**src/hw/rtl/bgpw_pkg.sv**
```systemverilog
// Shared types, constants and helpers for the bitmap glyph pixel writer.
// No dependencies; every other file imports this package.
package bgpw_pkg;

  localparam int GLYPH_COUNT = 128;
  localparam int GLYPH_ROWS  = 8;
  localparam int CELL_MAX    = 8;
  localparam int STORE_DEPTH = GLYPH_COUNT * GLYPH_ROWS;
  localparam int STORE_AW    = $clog2(STORE_DEPTH);
  localparam int QUEUE_DEPTH = 4;
  localparam int QUEUE_AW    = $clog2(QUEUE_DEPTH);
  localparam int QUEUE_CW    = $clog2(QUEUE_DEPTH + 1);
  localparam logic [31:0] ON_WORD  = 32'h00FF_FFFF;
  localparam logic [31:0] OFF_WORD = 32'h0000_0000;

  typedef enum logic [2:0] {
    REG_GLYPH_WIDTH     = 3'd0,
    REG_GLYPH_HEIGHT    = 3'd1,
    REG_ROW_PITCH       = 3'd2,
    REG_BYTES_PER_PIXEL = 3'd3,
    REG_FONT_IS_8X8     = 3'd4,
    REG_FRAME_BASE      = 3'd5
  } reg_index_t;

  typedef enum logic {
    MODE_LOAD = 1'b0,
    MODE_DRAW = 1'b1
  } mode_t;

  typedef struct packed {
    logic [3:0]  glyph_width;
    logic [3:0]  glyph_height;
    logic [15:0] row_pitch;
    logic [2:0]  bytes_per_pixel;
    logic        font_is_8x8;
    logic [31:0] frame_base;
  } cfg_t;

  typedef struct packed {
    mode_t       mode;
    logic [6:0]  glyph_code;
    logic [2:0]  row_index;
    logic [7:0]  row_bits;
    logic [31:0] start_address;
  } item_t;

  function automatic logic [3:0] clamp_cell(logic [3:0] v);
    clamp_cell = (v > 4'(CELL_MAX)) ? 4'(CELL_MAX) : v;
  endfunction

  function automatic logic row_in_store(logic [2:0] row);
    row_in_store = ({1'b0, row} < 4'(GLYPH_ROWS));
  endfunction

  function automatic logic [STORE_AW-1:0] store_index(logic [6:0] code, logic [2:0] row);
    int unsigned idx;
    idx = (int'(code) % GLYPH_COUNT) * GLYPH_ROWS + int'(row);
    store_index = STORE_AW'(idx);
  endfunction

endpackage

```
**src/hw/rtl/bgpw_front.sv**
```systemverilog
// Front end: input register that takes each beat and precomputes the address terms.
// Pushes classified items into the queue. Depends on bgpw_pkg.
module bgpw_front import bgpw_pkg::*; (
  input  logic        clk,
  input  logic        rst,
  input  cfg_t        cfg,
  input  logic        in_valid,
  output logic        in_stall,
  input  logic        mode,
  input  logic [6:0]  glyph_code,
  input  logic [2:0]  row_index,
  input  logic [7:0]  row_bits,
  input  logic [11:0] pos_x,
  input  logic [11:0] pos_y,
  input  logic        queue_full,
  output logic        push,
  output item_t       push_item
);

  logic        f1_valid;
  mode_t       f1_mode;
  logic [6:0]  f1_code;
  logic [2:0]  f1_row_index;
  logic [7:0]  f1_row_bits;
  logic [27:0] f1_y_term;
  logic [14:0] f1_x_term;
  logic        accept;

  assign in_stall = f1_valid && queue_full;
  assign accept   = in_valid && !in_stall;
  assign push     = f1_valid && !queue_full;

  always_ff @(posedge clk) begin
    if (rst) begin
      f1_valid <= 1'b0;
    end else if (accept) begin
      f1_valid <= 1'b1;
    end else if (push) begin
      f1_valid <= 1'b0;
    end
  end

  always_ff @(posedge clk) begin
    if (accept) begin
      f1_mode      <= mode_t'(mode);
      f1_code      <= glyph_code;
      f1_row_index <= row_index;
      f1_row_bits  <= row_bits;
      f1_y_term    <= 28'(pos_y) * 28'(cfg.row_pitch);
      f1_x_term    <= 15'(pos_x) * 15'(cfg.bytes_per_pixel);
    end
  end

  always_comb begin
    push_item.mode          = f1_mode;
    push_item.glyph_code    = f1_code;
    push_item.row_index     = f1_row_index;
    push_item.row_bits      = f1_row_bits;
    push_item.start_address = cfg.frame_base + 32'(f1_y_term) + 32'(f1_x_term);
  end

endmodule

```
**config.mk**
```make
export PLATFORM = sky130hd
export DESIGN_NAME = bgpw_front
export DESIGN_NICKNAME = d
export VERILOG_FILES = /design/src/hw/rtl/bgpw_pkg.sv /design/src/hw/rtl/bgpw_front.sv
export SDC_FILE = /design/constraint.sdc
export NUM_CORES = 1
export LEC_CHECK = 0
export BUFFER_PORTS_ARGS = -buffer_cell sky130_fd_sc_hd__buf_2
export CAP_MARGIN = 25
export CORE_MARGIN = 5
export CORE_UTILIZATION = 40
export CTS_CLUSTER_SIZE = 30
export DETAILED_ROUTE_END_ITERATION = 10
export PLACE_DENSITY = 0.63
export RECOVER_POWER = 25
export SETUP_SLACK_MARGIN = 0.05
export SLEW_MARGIN = 20
export SYNTH_ARGS = -nofsm -noshare
export SYNTH_HDL_FRONTEND = slang
export SYNTH_SLANG_ARGS = --single-unit
```
**constraint.sdc**
```tcl
create_clock -name clk -period 11.33 [get_ports clk]
set_input_delay 0.5665 -clock clk [delete_from_list [all_inputs] [get_ports clk]]
set_output_delay 0.5665 -clock clk [all_outputs]
set_load 0.01 [all_outputs]
```
* Word-level counts from Yosys, hierarchy flattened
Index checks and enable logic that the tools add are counted.
** Word-level totals
- Logic and storage cells :: 19
- Flip-flop bits (word level) :: 63
** Operators by class
- Multipliers :: 2
- Reductions and logical operators :: 6
- $add $sub $neg :: 2
- Multiplexer cells :: 2
** Operator list (number)
- 32-bit by 15-bit adder with 32-bit output :: 1
- 32-bit by 28-bit adder with 32-bit output :: 1
- 12-bit by 16-bit multiplier with 28-bit output :: 1
- 12-bit by 3-bit multiplier with 15-bit output :: 1
- 1-bit logical AND :: 3
- 1-bit logical NOT :: 2
- 1-bit 2-to-1 mux :: 2
- 2-bit nonzero test :: 1

* Logic depth before layout (Yosys ltp)
- Depth in word-level cells :: 4
- Gate-level depth with buffers :: 22
- Depth with buffers taken out :: 20

* Worst setup path before layout
Ideal clock, no wire load.
- Path type :: in2reg
- Start point :: input cfg[42] (netlist bit)
- End point :: register f1_y_term[27] (data pin)
- Required time :: 11.070 ns
- Setup slack :: 5.546 ns
- Buffers on the path :: 2
- Stages :: 20
- Data arrival time :: 5.524 ns
- Cell sequence :: clkbuf_1 > nand2_1 > fa_1 > inv_1 > fa_1 > fa_1 > fa_1 > inv_1 > fa_1 > inv_1 > ha_1 > a21o_1 > o21ba_1 > o22ai_1 > or3_1 > buf_6 > a2111oi_4 > o21bai_1 > a21oi_1 > xnor2_1
** Between the ends
- Word-level cells in the longest chain between the ends :: 1
** Ends and longest elaborated chain
- start, declared :: line bgpw_front.sv:6 : input cfg_t cfg,
- 12-bit by 16-bit multiplier with 28-bit output :: line bgpw_front.sv:49 : f1_y_term <= 28'(pos_y) * 28'(cfg.row_pitch);
- end signal, assigned :: line bgpw_front.sv:49
- end, declared :: line bgpw_front.sv:25 : logic [27:0] f1_y_term;
No other way between the ends.
A chain may end at the register's enable or synchronous reset.

* Worst setup path in the final report
- Start point :: input pos_y[6]
- End point :: register f1_y_term[27] (data pin)
** Between the ends
- Word-level cells in the longest chain between the ends :: 1
** Ends and longest elaborated chain
- start, declared :: line bgpw_front.sv:14 : input logic [11:0] pos_y,
- 12-bit by 16-bit multiplier with 28-bit output :: line bgpw_front.sv:49
No other way between the ends.

==> flow_summary.yaml <==
outcome:
  outcome: "complete, no violations"
placed_design:
  place_hpwl_um: 20000
  gp_congestion: 0.838
  portBuffers: 150
  preCtsSetupSlack_ns: 5.17
  dpl.cell_count: 1611
grt:
  overflow: 0
  grt_pass1_wl_um: 40200
  antenna_found_initial: 1
  grt_max_degree: 63
  grt.total_usage_pct: 15.7
  grt_pass1_vias: 8335
floorplan:
  dieWidth_um: 175
  coreArea_mm2: 0.0270
  die_h_um: 175
  die-area_mm2: 0.0307
  start_util_pct: 40.5
  io-pin-count: 160
  rows: 60
sta:
  slew_headroom_pct: 46.9
  finalCritPeriodShare_pct: 51.1
  fin_skew_ns: 0.0102
  rsz0062_at_grt: "false"
  hold_viol: 0
  finalCriticalPeriod_ns: 5.79
  setup_viol: 0
  fmax_ghz: 0.173
  setup_ws_ns: 5.54
  setup-tns-final_ns: 0
  worst_slew_pin_slew_ns: 0.797
  slew_viol_final: 0
worst_setup_path:
  cp.required_ns: 11.41
  path_cells: "buf_2 > nand2_1 > fa_1 > inv_1 > fa_1 > fa_1 > fa_1 > inv_1 > fa_1 > inv_1 > ha_1 > a21o_1 > o21ba_1 > o22ai_1 > or3_1 > a2111oi_4 > o21bai_1 > a21oi_1 > xnor2_1"
  cpPeakStageDelay_ns: 0.56
  crit_top_cell: "fa_1"
  worstSetupPathType: "in -> reg"
  cp-end-kind: "flop"
  cp_slowest_cell: "fa_1"
  crit_arrival_ns: 5.86
  crit_fanout: 16
  start_kind: "primary input"
finish:
  final_nets: 1676
  drive_above_1_share_pct: 12.4
  fillers: 2579
  syn2layout_area_growth_pct: 12.0
  final_cells: 1628
logic_synthesis:
  synth-edff-count: 62
  synth_area_leaders: "fa_1 (31%), edfxtp_1 (17%), ha_1 (14%), inv_1 (7.4%), nand2_1 (5.6%)"
  ys.flop_type: "edfxtp_1"
  async_flop_share_pct: 0
  ys_seq_elements: 63
  synth_top_area_share_pct: 30.6
  syn_area_per_cell_um2: 9.46
  synthCells: 1155
  yosysTopAreaCell: "fa_1"
  ys_types: 66
  synth.most_common_cell: "inv_1"
  ys_seq_area_share_pct: 17.2
  netlist_top_cells_count: "inv_1 (216), fa_1 (167), nand2_1 (162)"
  synth_fp_nets: 1550
  synthesis.area_mm2: 0.0109
  yosysWarnings: 0
power_and_ir_drop:
  finalPower_mw: 3.33
  p_per_area_mw_per_mm2: 272
  pwr-share-seq_pct: 13.1
  p_leak_nw: 6.13
  irDropWorstVdd_mv: 0.131
  power.net_switching_mw: 1.60
  p_int_mw: 1.73
  comb_power_share_pct: 79.1
  clkPwrFrac_pct: 7.9
  p_sw_share_pct: 48.1
job:
  drv_cap: 0
drt:
  route.met3.wl_um: 1240
  firstDrtPassIters: 5
  ant_nets: 0
  num_vias: 8091
  route.detailed.drc: 0
  wl_met1_um: 11400
  wirelength_um: 23700
  top_layer_used: "met4"
  drtIter0Drc: 471
  wl_per_cell_um: 14.5
  met2WireLength_um: 10800
  viasPerCell: 4.97
clock_tree:
  clock-root-buffer: "clkbuf_16"
  clock_path_buffers: 2
  clk_latency_ns: 0.33
  cts_hold_buf: 0
  clkSinkCount: 63
  cts_resized: 0
  cts_max_level: 3
  path_clk_slew_ns: 0.05
  cts_tree: "built"
  cts_setup_buffers: 0
  cts_buffers: 9
hold_path:
  hp-class: "in -> reg"
## cell families after synthesis
| group | Yosys count | synth area share (%) |
|---|---|---|
| adders and majority gates | 288 | 44.5 |
| AOI/OAI and AO/OA | 150 | 9.55 |
| buffers and inverters | 252 | 8.76 |
| xor gates and xnor gates | 54 | 4.33 |
| and+or+nand+nor | 348 | 15.7 |
| DFF | 63 | 17.2 |
## per-layer routing
layer | vias to the layer above | global-route usage, %
met3 | 12 | 2.11
met4 | 0 | 2.75
met1 | 3951 | 22.2
met2 | 191 | 26.1
li1 | 3937 | -
met5 | - | 0
## registers in the layout (all words and copies together), names as in the netlist
register,flops
f1_y_term,28
f1_x_term,15
f1_row_bits,8
f1_code,7
f1_row_index,3
f1_mode,1
f1_valid,1
## layout make-up
| type | count | area [um2] | area share [%] |
|---|---|---|---|
| timing repair buffer | 151 | 731 | 5.97 |
| clock buffer | 11 | 233 | 1.90 |
| multi-input combinational | 840 | 8090 | 66.1 |
| clock inverter | 5 | 58.8 | 0.481 |
| sequential | 63 | 1880 | 15.4 |
| tap | 341 | 427 | 3.49 |
| inverter | 216 | 811 | 6.63 |
| antenna | 1 | 2.50 | 0.0204 |
## worst paths after layout
| path | to | startpoint | slack (ns) | cells after the start |
|---|---|---|---|---|
| setup / recovery | f1_y_term[27]$_DFFE_PP_ | pos_y[6] | 5.54 | 19 |
| hold / removal | f1_valid$_SDFFE_PP0P_ | rst | 0.40 | 2 |
| setup reg to reg | f1_y_term[6]$_DFFE_PP_ | f1_valid$_SDFFE_PP0P_ | 9.75 | 3 |
| hold reg to reg | f1_valid$_SDFFE_PP0P_ | f1_valid$_SDFFE_PP0P_ | 0.69 | 3 |
## power by group through the flow
stage | registers (mW) | logic (mW) | clock network [mW]
2_1_floorplan | 0.436 | 2.03 | 0
3_3_place_gp | 0.439 | 2.60 | 0
3_5_place_dp | 0.441 | 2.64 | 0
4_1_cts | 0.436 | 2.66 | 0.271
5_1_grt | 0.441 | 3.00 | 0.280
6_report | 0.435 | 2.63 | 0.262
## layout by cell type, fill, tap and decap left out, types with 2 or more instances in the layout
| cell | Yosys | routed |
|---|---|---|
| a21o_1 | 19 | 19 |
| a21oi_1 | 47 | 47 |
| nor2b_1 | 7 | 6 |
| fa_1 | 167 | 167 |
| nand4_1 | 4 | 4 |
| xor2_1 | 19 | 19 |
| and3_1 | 8 | 8 |
| clkbuf_16 | 0 | 9 |
| o211ai_1 | 5 | 5 |
| nand2b_1 | 5 | 5 |
| nand3_1 | 14 | 14 |
| nor3_1 | 7 | 7 |
| nor2b_4 | 1 | 2 |
| o2111ai_1 | 4 | 4 |
| o21bai_1 | 8 | 8 |
| ha_1 | 121 | 121 |
| or3_1 | 9 | 9 |
| nand2_1 | 162 | 162 |
| inv_1 | 216 | 216 |
| a211oi_1 | 5 | 5 |
| a21boi_0 | 2 | 2 |
| o21ai_0 | 19 | 19 |
| or2_2 | 5 | 5 |
| o31ai_1 | 3 | 3 |
| buf_2 | 0 | 128 |
| a31oi_1 | 2 | 2 |
| a2111oi_2 | 2 | 2 |
| o21a_1 | 5 | 5 |
| xnor2_1 | 35 | 35 |
| nor2_1 | 22 | 22 |
| clkinv_4 | 0 | 2 |
| and2_0 | 0 | 3 |
| a211o_1 | 2 | 2 |
| o21ai_1 | 4 | 4 |
| edfxtp_1 | 62 | 62 |
| clkbuf_1 | 34 | 24 |
| o31a_1 | 2 | 2 |
| o311a_1 | 2 | 2 |
| and2_1 | 95 | 92 |
## metrics by stage
step           hold WS, ns  cell area, um2  util [%]
2_1_floorplan        0.629           10900         -
3_3_place_gp         0.637           12000      44.4
6_report             0.403           12200      45.4
4_1_cts              0.381           12300      45.5
5_1_grt              0.398           12200      45.4
3_5_place_dp         0.653           12000      44.4
## critical path: cells and delay by family
kind | cells | cell delay (ns)
fa+ha+maj | 6 | 3.03
xor+xnor | 1 | 0.08
compound gates | 6 | 1.10
buf+inv | 4 | 0.46
simple gates | 2 | 0.62
(Power assumes the default switching activity.)
