==> config.mk <==
export PLATFORM = sky130hd
export DESIGN_NAME = bgpw_queue
export DESIGN_NICKNAME = d
export VERILOG_FILES = /design/src/hw/rtl/bgpw_pkg.sv /design/src/hw/rtl/bgpw_queue.sv
export SDC_FILE = /design/constraint.sdc
export NUM_CORES = 1
export LEC_CHECK = 0
export BUFFER_PORTS_ARGS = -buffer_cell sky130_fd_sc_hd__buf_2
export CELL_PAD_IN_SITES_DETAIL_PLACEMENT = 0
export CELL_PAD_IN_SITES_GLOBAL_PLACEMENT = 1
export CORE_MARGIN = 3
export CORE_UTILIZATION = 41
export DETAILED_ROUTE_END_ITERATION = 8
export GPL_ROUTABILITY_DRIVEN = 0
export GPL_TIMING_DRIVEN = 0
export HOLD_SLACK_MARGIN = 0.12
export PLACE_DENSITY = 0.66
export SLEW_MARGIN = 30
export SYNTH_ARGS = -nofsm -noshare
export SYNTH_HDL_FRONTEND = slang
export SYNTH_SLANG_ARGS = --single-unit
==> constraint.sdc <==
create_clock -name clk -period 2.5 [get_ports clk]
set_input_delay 0.375 -clock clk [delete_from_list [all_inputs] [get_ports clk]]
set_output_delay 0.375 -clock clk [all_outputs]
set_load 0.1 [all_outputs]
==> src/hw/rtl/bgpw_pkg.sv <==
// Shared types, constants and helpers for the bitmap glyph pixel writer.
// No dependencies; every other file imports this package.
package bgpw_pkg;

  localparam int GLYPH_COUNT = 128;
  localparam int GLYPH_ROWS  = 8;
  localparam int CELL_MAX    = 8;
  localparam int STORE_DEPTH = GLYPH_COUNT * GLYPH_ROWS;
  localparam int STORE_AW    = $clog2(STORE_DEPTH);
  localparam int QUEUE_DEPTH = 4;
  localparam int QUEUE_AW    = $clog2(QUEUE_DEPTH);
  localparam int QUEUE_CW    = $clog2(QUEUE_DEPTH + 1);
  localparam logic [31:0] ON_WORD  = 32'h00FF_FFFF;
  localparam logic [31:0] OFF_WORD = 32'h0000_0000;

  typedef enum logic [2:0] {
    REG_GLYPH_WIDTH     = 3'd0,
    REG_GLYPH_HEIGHT    = 3'd1,
    REG_ROW_PITCH       = 3'd2,
    REG_BYTES_PER_PIXEL = 3'd3,
    REG_FONT_IS_8X8     = 3'd4,
    REG_FRAME_BASE      = 3'd5
  } reg_index_t;

  typedef enum logic {
    MODE_LOAD = 1'b0,
    MODE_DRAW = 1'b1
  } mode_t;

  typedef struct packed {
    logic [3:0]  glyph_width;
    logic [3:0]  glyph_height;
    logic [15:0] row_pitch;
    logic [2:0]  bytes_per_pixel;
    logic        font_is_8x8;
    logic [31:0] frame_base;
  } cfg_t;

  typedef struct packed {
    mode_t       mode;
    logic [6:0]  glyph_code;
    logic [2:0]  row_index;
    logic [7:0]  row_bits;
    logic [31:0] start_address;
  } item_t;

  function automatic logic [3:0] clamp_cell(logic [3:0] v);
    clamp_cell = (v > 4'(CELL_MAX)) ? 4'(CELL_MAX) : v;
  endfunction

  function automatic logic row_in_store(logic [2:0] row);
    row_in_store = ({1'b0, row} < 4'(GLYPH_ROWS));
  endfunction

  function automatic logic [STORE_AW-1:0] store_index(logic [6:0] code, logic [2:0] row);
    int unsigned idx;
    idx = (int'(code) % GLYPH_COUNT) * GLYPH_ROWS + int'(row);
    store_index = STORE_AW'(idx);
  endfunction

endpackage

==> src/hw/rtl/bgpw_queue.sv <==
// Short item queue between front and back ends.
// Depends on bgpw_pkg for the item type and depth.
module bgpw_queue import bgpw_pkg::*; (
  input  logic  clk,
  input  logic  rst,
  input  logic  push,
  input  item_t push_item,
  output logic  full,
  input  logic  pop,
  output item_t head,
  output logic  empty
);

  item_t                entries [QUEUE_DEPTH];
  logic [QUEUE_AW-1:0]  wr_ptr;
  logic [QUEUE_AW-1:0]  rd_ptr;
  logic [QUEUE_CW-1:0]  count;

  assign full  = (count == QUEUE_CW'(QUEUE_DEPTH));
  assign empty = (count == '0);
  assign head  = entries[rd_ptr];

  always_ff @(posedge clk) begin
    if (rst) begin
      wr_ptr <= '0;
      rd_ptr <= '0;
      count  <= '0;
    end else begin
      if (push) begin
        wr_ptr <= (wr_ptr == QUEUE_AW'(QUEUE_DEPTH - 1)) ? '0 : wr_ptr + QUEUE_AW'(1);
      end
      if (pop) begin
        rd_ptr <= (rd_ptr == QUEUE_AW'(QUEUE_DEPTH - 1)) ? '0 : rd_ptr + QUEUE_AW'(1);
      end
      if (push && !pop) begin
        count <= count + QUEUE_CW'(1);
      end else if (pop && !push) begin
        count <= count - QUEUE_CW'(1);
      end
    end
  end

  always_ff @(posedge clk) begin
    if (push) begin
      entries[wr_ptr] <= push_item;
    end
  end

endmodule

Word-level counts from Yosys, hierarchy flattened
Memory sizes are Yosys's and may differ from the RTL's. A register that Yosys moved wholly into a read port is not among the register bits.
Index checks and enable logic that the tools add are counted.
{ "classes": {"n_addsub": 4, "n_eq_ne": 3, "muxes": 8, "reduce_logical": 6} }
{ "ops": {"columns": ["op", "count"], "rows": [
  ["two-way mux 2 bit", 4],
  ["two-way mux 3 bit", 2],
  ["adder 2 x 1 -> 2 bit (second input constant)", 2],
  ["equality test 2 bit (second input constant)", 2],
  ["adder 3 x 1 -> 3 bit (second input constant)", 1],
  ["equality test 3 bit (second input constant)", 1],
  ["logical NOT 3 bit", 1],
  ["subtractor 3 x 1 -> 3 bit (second input constant)", 1],
  ["logical AND 1 bit", 2],
  ["logical NOT 1 bit", 2],
  ["two-way mux 1 bit", 2],
  ["nonzero test 2 bit", 1]
]} }
{ "word_totals": {"reg_bits": 7, "mem_bits_rw": 204, "in_bits": 55, "output_inout_bits": 53, "n_memories": 1} }
{ "memory_table": {"columns": ["memory", "words", "width", "read_ports", "rd_ports_with_merged_regs", "write_ports", "line_no", "text"], "rows": [
  ["entries", 4, 51, 1, 1, 1, "bgpw_queue.sv:14", "item_t entries [QUEUE_DEPTH];"]
]} }

Depth between registers and ports, before layout
Gate-level depths: netlist (run 1).
{ "logic_depth": {"ltp_word": 4, "mapped_depth": 7} }

Least setup slack after synthesis (run 1)
No wires, ideal clock.
{ "synth_timing": {"kind": "reg2out", "startpoint": "register count[1]", "endpoint": "output full", "arrival_time_ps": 2552, "slack_ps": -427, "path_stages_with_launch": 2, "cell_sequence": "dfxtp_1 > nor3b_1"} }
{ "synth_via": {"elab_chain_len": 1} }
{ "synth_rtl": {"columns": ["item", "line_no", "text"], "rows": [
  ["from (decl)", "bgpw_queue.sv:17", "logic [QUEUE_CW-1:0] count;"],
  ["from (signal assigned)", "bgpw_queue.sv:36", "count <= count + QUEUE_CW'(1);"],
  ["from (signal assigned)", "bgpw_queue.sv:38", "count <= count - QUEUE_CW'(1);"],
  ["equality test 3 bit", "bgpw_queue.sv:19", "assign full = (count == QUEUE_CW'(QUEUE_DEPTH));"],
  ["to (decl)", "bgpw_queue.sv:8", "output logic full,"]
]} }
Every way passes these cells.

==> out/qor.csv, run 1 <==
metric,value,unit
clock buffer depth,3,
delay of the slowest critical-path stage,0.49,ns
Peak Freq,430,MHz
Hold Path Class,primary input to flop,
Num CTS Buffers,23,
dominant synthesized flop cell,edfxtp_1,
pwr/cell area,874,nW/um^2
hpwl dp,8260,microns
final instance area,10100,sq um
Core Rows,50,
Synthesized Nets,373,
Antenna Cells,0,
clk sink count,213,
asr flop ratio synth,0,%
vias per cell,4.97,
status,finished clean,
root buffer cell,clkbuf_16,
Pins Over Slew Limit,0,
Crit path arrival time,1.95,ns
pre-CTS WS,0.421,ns
largest net degree at the start of global routing,31,
Slew @ Worst Pin,0.517,ns
DRC Markers,0,
CP Buf/Inv Count,2,
"count leader, synth",edfxtp_1,
Max Cap Violations,0,
Yosys top cell by area,edfxtp_1,
unrepaired setup endpoints after global routing,no,
die height,144,microns
fill count,1480,
"top cells by count, synth","204 x edfxtp_1, 50 x mux4_2, 9 x dfxtp_1, 7 x nor2_1, 6 x ha_1",
DRT antenna net count,0,
CP endpoint,head[46],
Starting Density,41.9,%
Worst Setup Start Kind,flop,
wire length per cell,18.9,microns
Area contributors post-synth,"edfxtp_1 78%, mux4_2 14%, dfxtp_1 2.3%",
Lkg Pwr,3.50,nW
Tmin final,2.33,ns
initial antenna violation count,0,
fin nets,560,
sequential fraction of the synthesis area,80.2,%
Die X,144,microns
setup ws final,0.172,ns
Overflow after GRT,0,
final setup vio count,0,
core box area,18800,sq um
"wirelength, routed",14100,microns
final design utilization,54.0,%
Rel. slew slack,65.8,%
"Max FO, Critical Path",10,
Worst EP required,2.12,ns
CP Depth,3,
FF-to-FF Start,wr_ptr[0],
worst reg2reg setup slack,0.87,ns
Clock Skews,0.00910,ns
Hold Fails Final Rpt,0,
Clock Latency Late Sink,0.50,ns
Crit Path Class,flop to output port,
GRT Total Usage,13.7,%
FF-to-FF path depth,3,
placed cell area,8790,sq um
synth unique cells,20,
Synth top area share,77.9,%
Area Growth Syn to Fin,28.9,%
Worst-path clk slew,0.06,ns
fin crit share,93.1,%
Worst R2R End,entries[3][36],
CTS tree,yes,
share of post-route cells with drive strength above 1,40.8,%
Worst setup EP type,output port,
CP max-delay cell,dfxtp_1,
drt pass-1 iters,4,
yosys warns,0,
Crit path max-delay family,buffers and inverters,
IO Port Bufs,107,
Post-Syn Instances,311,
cells along the critical path,"buf_2, mux4_2, buf_4",
via count,3720,
IO Count,108,
"FF+latch count, synth",213,
DRT iter0 DRCs,143,
first-pass GRT wire length,21700,microns
Post-synth EDFFs,204,
die area,20900,sq um
CTS H-tree depth,1,
Peak VDD IR,0.548,mV
Total Power,0.00885,W
vias in the first global route,4010,
syn avg cell area,25.3,sq um
synthesized area,7860,sq um
==> power breakdown <==
| part | switching, W | internal (W) |
|---|---|---|
| Clock | 0.00128 | 0.00178 |
| Sequential | 0.0000467 | 0.00408 |
| Combinational | 0.00119 | 0.000457 |
==> sequential cells by signal, summed over array words and instances (netlist names), named ones only <==
register  count
entries     204
rd_ptr        2
count         3
wr_ptr        2
==> tightest hold or removal path: stages <==
cell	delay, ns
buf_2	0.11
mux2i_1	0.08
nor2_1	0.12
==> layout make-up <==
class | instances | area (sq um) | area share, %
Sequential cell | 213 | 6310 | 62.2
Multi-Input combinational cell | 82 | 1420 | 14.0
Timing Repair Buffer | 163 | 1260 | 12.4
Clock buffer | 25 | 583 | 5.76
Tap cell | 234 | 293 | 2.89
Buffer | 11 | 146 | 1.44
Clock inverter | 17 | 109 | 1.07
Inverter | 4 | 15.0 | 0.148
==> cells by family after synthesis <==
family                   after synthesis  share of synthesized area (%)
AO/OA/AOI/OAI                          3                          0.191
adder cells (fa/ha/maj)                7                           1.21
multiplexers                          55                           15.2
AND/OR/NAND/NOR                       15                          0.987
XOR/XNOR                               2                          0.223
flip-flops                           213                           80.2
buffers and inverters                 16                           1.97
==> placed cells by master, fill, tap and decap left out, types with 5 or more instances in the layout <==
cell type,instances
buf_12,9
buf_2,58
buf_4,50
clkbuf_16,23
clkinv_1,8
clkinv_2,5
dfxtp_1,9
dlygate4sd3_1,52
edfxtp_1,204
ha_1,6
mux4_2,50
nor2_1,7
==> stage by stage <==
stage | cells | TNS [ns] | hold slack [ns]
after detailed placement | 656 | 0 | 0.519
final | 749 | 0 | 0.248
after global routing | 749 | 0 | 0.286
after global placement | 652 | -152.56 | 0.492
after CTS | 750 | -0.543 | 0.237
after floorplan | 311 | 0 | 0.444
==> timing repair <==
item,4_1_cts,5_1_grt
resized for setup,50,4
hold buffers,52,0
hold endpoints to repair,206,0
buffers inserted,0,0
endpoints found under the setup margin,50,50
==> routing by layer <==
metal  share of wire (%)  GRT usage, %  up-vias
met1                  44          18.4     1915
met3                 4.3          2.68       22
li1                    -             -     1696
met5                   0             0        -
met4                 1.7          3.78        0
met2                  50          22.9       87
==> how the worst min path moves through the flow <==
| stage | slack [ns] | cells after the start | end | startpoint |
|---|---|---|---|---|
| finish | 0.25 | 3 | flop | pop |
| global route | 0.29 | 3 | rd_ptr[1] | pop |
| CTS | 0.24 | 3 | wr_ptr[1] | push |
| detailed placement | 0.52 | 2 | count[2] | count[2] |
| global placement | 0.49 | 2 | count[2] | count[2] |
| floorplan | 0.44 | 1 | count[2] | rst |
(Power assumes the default switching activity.)
==> inputs of run 2 (changes only) <==
--- a/config.mk
+++ b/config.mk
@@ -9,12 +9,12 @@
 export CELL_PAD_IN_SITES_DETAIL_PLACEMENT = 0
 export CELL_PAD_IN_SITES_GLOBAL_PLACEMENT = 1
 export CORE_MARGIN = 3
-export CORE_UTILIZATION = 41
+export CORE_UTILIZATION = 40
 export DETAILED_ROUTE_END_ITERATION = 8
 export GPL_ROUTABILITY_DRIVEN = 0
 export GPL_TIMING_DRIVEN = 0
 export HOLD_SLACK_MARGIN = 0.12
-export PLACE_DENSITY = 0.66
+export PLACE_DENSITY = 0.64
 export SLEW_MARGIN = 30
 export SYNTH_ARGS = -nofsm -noshare
 export SYNTH_HDL_FRONTEND = slang
==> run 2 against run 1 <==
Against the previous run:
- first-iteration DRC count fell by 24%
- power rose by 0.56%
- non-clock buffer count fell by 1
- sequential power barely moved
- final area rose by 0.26%
- final cell count rose by 2.9%
==> out/qor.csv, run 2 (synthesis gave the netlist of run 1 again) <==
metric,value,unit,change
setup ws final,0.171,ns,-0.000880 ns
Max Cap Violations,0,,unchanged
max reg flops,204,,unchanged
Core Rows,50,,unchanged
final setup vio count,0,,unchanged
multi-input logic area,1420,sq um,unchanged
CP Buf/Inv Count,3,,+1
Clock Skews,0.00755,ns,-0.00155 ns
DRT iter0 DRCs,109,,-24%
worst reg2reg setup slack,0.89,ns,+0.02 ns
largest net degree at the start of global routing,32,,+3.2%
most flop-heavy register,entries,,
GRT Total Usage,13.5,%,-0.14 points
Lkg Pwr,3.50,nW,-0.11%
CP Depth,4,,+1
Worst R2R End,entries[2][6],,
postcts setup bufs,0,,unchanged
cells along the critical path,"buf_6, buf_12, mux4_2, buf_4",,
drt pass-1 iters,4,,unchanged
Peak Freq,429,MHz,about the same
vias in the first global route,4084,,+1.8%
pwr/cell area,876,nW/um^2,+0.30%
FF/Latch Area,6310,sq um,unchanged
Slew @ Worst Pin,0.508,ns,-0.00932 ns
fin crit share,93.1,%,about the same
core box area,19000,sq um,+1.3%
"Max FO, Critical Path",10,,unchanged
Worst setup EP type,output port,,
unrepaired setup endpoints after global routing,no,,
share of post-route cells with drive strength above 1,40.5,%,-0.27 points
initial antenna violation count,0,,unchanged
IO Count,108,,unchanged
Starting Density,41.3,%,-0.55 points
Rel. slew slack,66.4,%,+0.62 points
Peak VDD IR,0.700,mV,+28%
first-pass GRT wire length,22500,microns,+4.1%
delay of the slowest critical-path stage,0.53,ns,+0.04 ns
Num CTS Buffers,23,,unchanged
Die X,146,microns,+1.2%
Hold Path Class,primary input to flop,,
hpwl dp,8580,microns,+3.8%
"wirelength, routed",14300,microns,+1.1%
Antenna Cells,0,,unchanged
DRC Markers,0,,unchanged
Tmin final,2.33,ns,+0.000880 ns
Hold Fails Final Rpt,0,,unchanged
Overflow after GRT,0,,unchanged
clock buffer depth,3,,unchanged
wire length per cell,18.5,microns,-1.8%
root buffer cell,clkbuf_16,,
fin nets,559,,-0.18%
Clock Latency Late Sink,0.49,ns,about the same
vias per cell,4.84,,-2.6%
die height,146,microns,+1.2%
die area,21400,sq um,+2.4%
Worst EP required,2.12,ns,about the same
fill count,1529,,+3.3%
most frequent cells in the layout,"204 x edfxtp_1, 58 x buf_2, 51 x dlygate4sd3_1",,
pre-CTS WS,0.438,ns,+0.0167 ns
Worst Setup Start Kind,flop,,
Crit Path Class,flop to output port,,
Worst-path clk slew,0.06,ns,about the same
"most common cell after layout, fill and taps aside",edfxtp_1,,
via count,3730,,+0.27%
IO Port Bufs,107,,unchanged
Hold Path Cell Cnt,2,,-1
FF-to-FF Start,wr_ptr[0],,
FF-to-FF path depth,4,,+1
Crit path arrival time,1.95,ns,about the same
Pins Over Slew Limit,0,,unchanged
Crit path max-delay family,buffers and inverters,,
clk sink count,213,,unchanged
Worst Hold End,count[2],,
biggest regs,"entries: 204 flops, count: 3 flops",,
CTS H-tree depth,1,,unchanged
hold path start,rst,,
CP max-delay cell,mux4_2,,
status,finished clean,,
DRT antenna net count,0,,unchanged
Area Growth Syn to Fin,29.2,%,
CTS tree,yes,,
Hold WS,0.149,ns,-0.0991 ns
run 2: changes by cell type in the layout (fill, tap and decap cells not counted):
cell,delta
bufinv_16,+1
clkbuf_1,+3
clkinv_1,-3
clkinv_2,-2
clkinvlp_4,-1
dlygate4sd3_1,-1
inv_6,-1
run 2: area by class of cell:
type | count | share of cell area (%)
inverter | 4 | 0.148
tap | 260 | 3.20
multi-input combinational | 82 | 14.0
timing repair buffer | 162 | 12.3
sequential | 213 | 62.1
clock inverter | 11 | 0.998
clock buffer | 28 | 5.85
buffer | 11 | 1.44
run 2: worst max path at each step:
stage	to	slack, ns
6_report	head[0]	0.17
5_1_grt	head[12]	0.05
4_1_cts	head[0]	-0.02
3_5_place_dp	head[35]	0.44
3_3_place_gp	entries[2][6]	-0.75
2_1_floorplan	entries[3][0]	0.32
run 2: power breakdown:
| group | switching, W | internal (W) |
|---|---|---|
| clock network | 0.00123 | 0.00188 |
| logic | 0.00120 | 0.000456 |
| registers | 0.0000486 | 0.00409 |
run 2: per-stage QoR:
step	total power, W	TNS, ns	instances	instance area (sq um)	util, %
final	0.00890	0	771	10200	53.4
after global routing	0.00924	0	771	10200	53.4
after CTS	0.00902	-0.149	772	10200	53.4
after detailed placement	0.00575	0	682	8820	46.4
after global placement	0.00572	-151.07	678	8730	45.9
after floorplan	0.00545	0	311	7870	-
run 2: layer usage:
layer	GRT usage (%)	wire [microns]	up-vias
met5	0	0	-
met4	2.63	238	0
met3	3.51	743	19
met2	22.9	7150	92
met1	18.0	6150	1938
li1	-	-	1681
run 2: repair_timing:
action | 4_1_cts | 5_1_grt
resized for setup | 50 | 4
endpoints found under the hold margin | 204 | 0
hold buffers | 51 | 0
setup endpoints to repair | 50 | 50
==> inputs of run 3 (changes only) <==
--- a/config.mk
+++ b/config.mk
@@ -14,7 +14,9 @@
 export GPL_ROUTABILITY_DRIVEN = 0
 export GPL_TIMING_DRIVEN = 0
 export HOLD_SLACK_MARGIN = 0.12
+export MAX_ROUTING_LAYER = met4
 export PLACE_DENSITY = 0.64
+export SETUP_SLACK_MARGIN = 0.3
 export SLEW_MARGIN = 30
 export SYNTH_ARGS = -nofsm -noshare
 export SYNTH_HDL_FRONTEND = slang
==> run 3 against run 2 <==
Against the previous run:
- clock skew grew 0.00054 ns
- sequential power is essentially flat
- utilization grew 2.0 points
- final area grew 3.7%
- register-to-register slack is essentially flat
- clock-buffer cell count is the same
- critical path type unchanged
==> out/qor.csv, run 3 (synthesis gave the netlist of run 1 again) <==
metric,value,unit,change
status,finished clean,,
Hold Path Class,primary input to flop,,
Lkg Pwr,3.64,nW,+4.0%
fin nets,564,,+0.89%
biggest regs,"entries: 204 flops, count: 3 flops",,
core box area,19000,sq um,unchanged
hpwl dp,8580,microns,unchanged
Hold Path Cell Cnt,2,,unchanged
Worst-path clk slew,0.06,ns,about the same
Worst setup EP type,output port,,
CP Buf/Inv Count,3,,unchanged
first-pass GRT wire length,22700,microns,+0.79%
Pins Over Slew Limit,0,,unchanged
Crit Path Class,flop to output port,,
DRT antenna net count,0,,unchanged
Worst Setup Start Kind,flop,,
via count,3720,,-0.27%
root buffer cell,clkbuf_16,,
most frequent cells in the layout,"204 x edfxtp_1, 57 x buf_2, 51 x mux4_2, 51 x dlygate4sd3_1, 38 x buf_6",,
Clock Latency Late Sink,0.49,ns,about the same
Tmin final,2.29,ns,-0.0411 ns
Area Growth Syn to Fin,34.0,%,
Overflow after GRT,0,,unchanged
CP max-delay cell,mux4_2,,
IO Port Bufs,107,,unchanged
FF-to-FF path depth,4,,unchanged
DRT iter0 DRCs,120,,+10%
vias per cell,4.79,,-0.91%
most flop-heavy register,entries,,
worst reg2reg setup slack,0.88,ns,about the same
Rel. slew slack,67.8,%,+1.4 points
Crit path max-delay family,multiplexers,,
Hold WS,0.149,ns,+0.0000290 ns
CTS tree,yes,,
Worst R2R End,entries[2][6],,
clk sink count,213,,unchanged
clock buffer depth,3,,unchanged
CTS H-tree depth,1,,unchanged
Worst Hold End,count[2],,
delay of the slowest critical-path stage,0.55,ns,+0.02 ns
pwr/cell area,860,nW/um^2,-1.8%
"Max FO, Critical Path",10,,unchanged
postcts setup bufs,0,,unchanged
"wirelength, routed",14600,microns,+2.2%
Max Cap Violations,0,,unchanged
hold path start,rst,,
share of post-route cells with drive strength above 1,41.5,%,+0.96 points
FF-to-FF Start,wr_ptr[0],,
vias in the first global route,4141,,+1.4%
drt pass-1 iters,4,,unchanged
GRT Total Usage,14.0,%,+0.53 points
unrepaired setup endpoints after global routing,yes,,
Crit path arrival time,1.91,ns,-0.04 ns
DRC Markers,0,,unchanged
Antenna Cells,0,,unchanged
Peak Freq,437,MHz,+1.8%
die area,21400,sq um,unchanged
wire length per cell,18.8,microns,+1.6%
Worst EP required,2.12,ns,about the same
final setup vio count,0,,unchanged
Core Rows,50,,unchanged
Total Power,0.00906,W,+1.8%
Die X,146,microns,unchanged
"most common cell after layout, fill and taps aside",edfxtp_1,,
Clock Skews,0.00809,ns,+0.000539 ns
Peak VDD IR,0.538,mV,-23%
initial antenna violation count,0,,unchanged
fin crit share,91.5,%,-1.6 points
Slew @ Worst Pin,0.487,ns,-0.0212 ns
Hold Fails Final Rpt,0,,unchanged
Starting Density,41.3,%,unchanged
"Top cell by count, worst path",buf_12,,
cells along the critical path,"buf_12, buf_12, mux4_2, buf_12",,
die height,146,microns,unchanged
IO Count,108,,unchanged
max reg flops,204,,unchanged
largest net degree at the start of global routing,32,,unchanged
Num CTS Buffers,23,,unchanged
run 3: worst max path at each step:
stage / startpoint / end / cells after the start
after global placement: push / entries[2][6] / 2
after floorplan: wr_ptr[0] / entries[3][0] / 2
after CTS: flop / head[43] / 4
final: flop / head[12] / 4
after detailed placement: flop / head[35] / 4
after global routing: flop / head[12] / 4
run 3: stage by stage:
stage               cells  util [%]  setup TNS (ns)  setup slack, ns  area (sq um)
floorplan             311         -               0            0.322          7870
global placement      678      45.9         -151.07           -0.749          8730
detailed placement    682      46.4               0            0.438          8820
CTS                   773      54.7               0            0.178         10400
global route          776      55.4               0            0.139         10500
finish                776      55.4               0            0.213         10500
run 3: report_power, final:
part | total (W) | switching [W] | internal (W)
logic | 0.00182 | 0.00123 | 0.000584
clock network | 0.00311 | 0.00123 | 0.00188
registers | 0.00413 | 0.0000475 | 0.00409
total | 0.00906 | 0.00251 | 0.00655
run 3: final cells by class:
type	instances	area (sq um)
timing repair buffer	166	1610
inverter	4	15.0
multi-input combinational	82	1410
clock buffer	28	594
clock inverter	11	101
sequential	213	6310
buffer	12	163
tap	260	325
fill	1472	8480
run 3: layer usage:
metal	part of all wire, %	vias to the layer above	routed length [microns]	GRT usage [%]
li1	-	1694	-	-
met1	43	1920	6300	18.1
met2	51	86	7370	23.3
met3	4.7	20	693	3.32
met4	1.6	0	231	2.63
met5	0	-	0	-
run 3: what timing repair did:
action	in CTS	in global routing
endpoints found under the hold margin	204	0
pin swaps	0	0
resized for setup	114	16
cloned	1	3
hold buffers	51	0
setup endpoints to repair	51	51
run 3: worst reg2reg max path, cell delays in order (launching register included):
cell	delay, ns
dfxtp_1	0.35
inv_1	0.10
ha_1	0.15
and2_4	0.41
buf_12	0.27
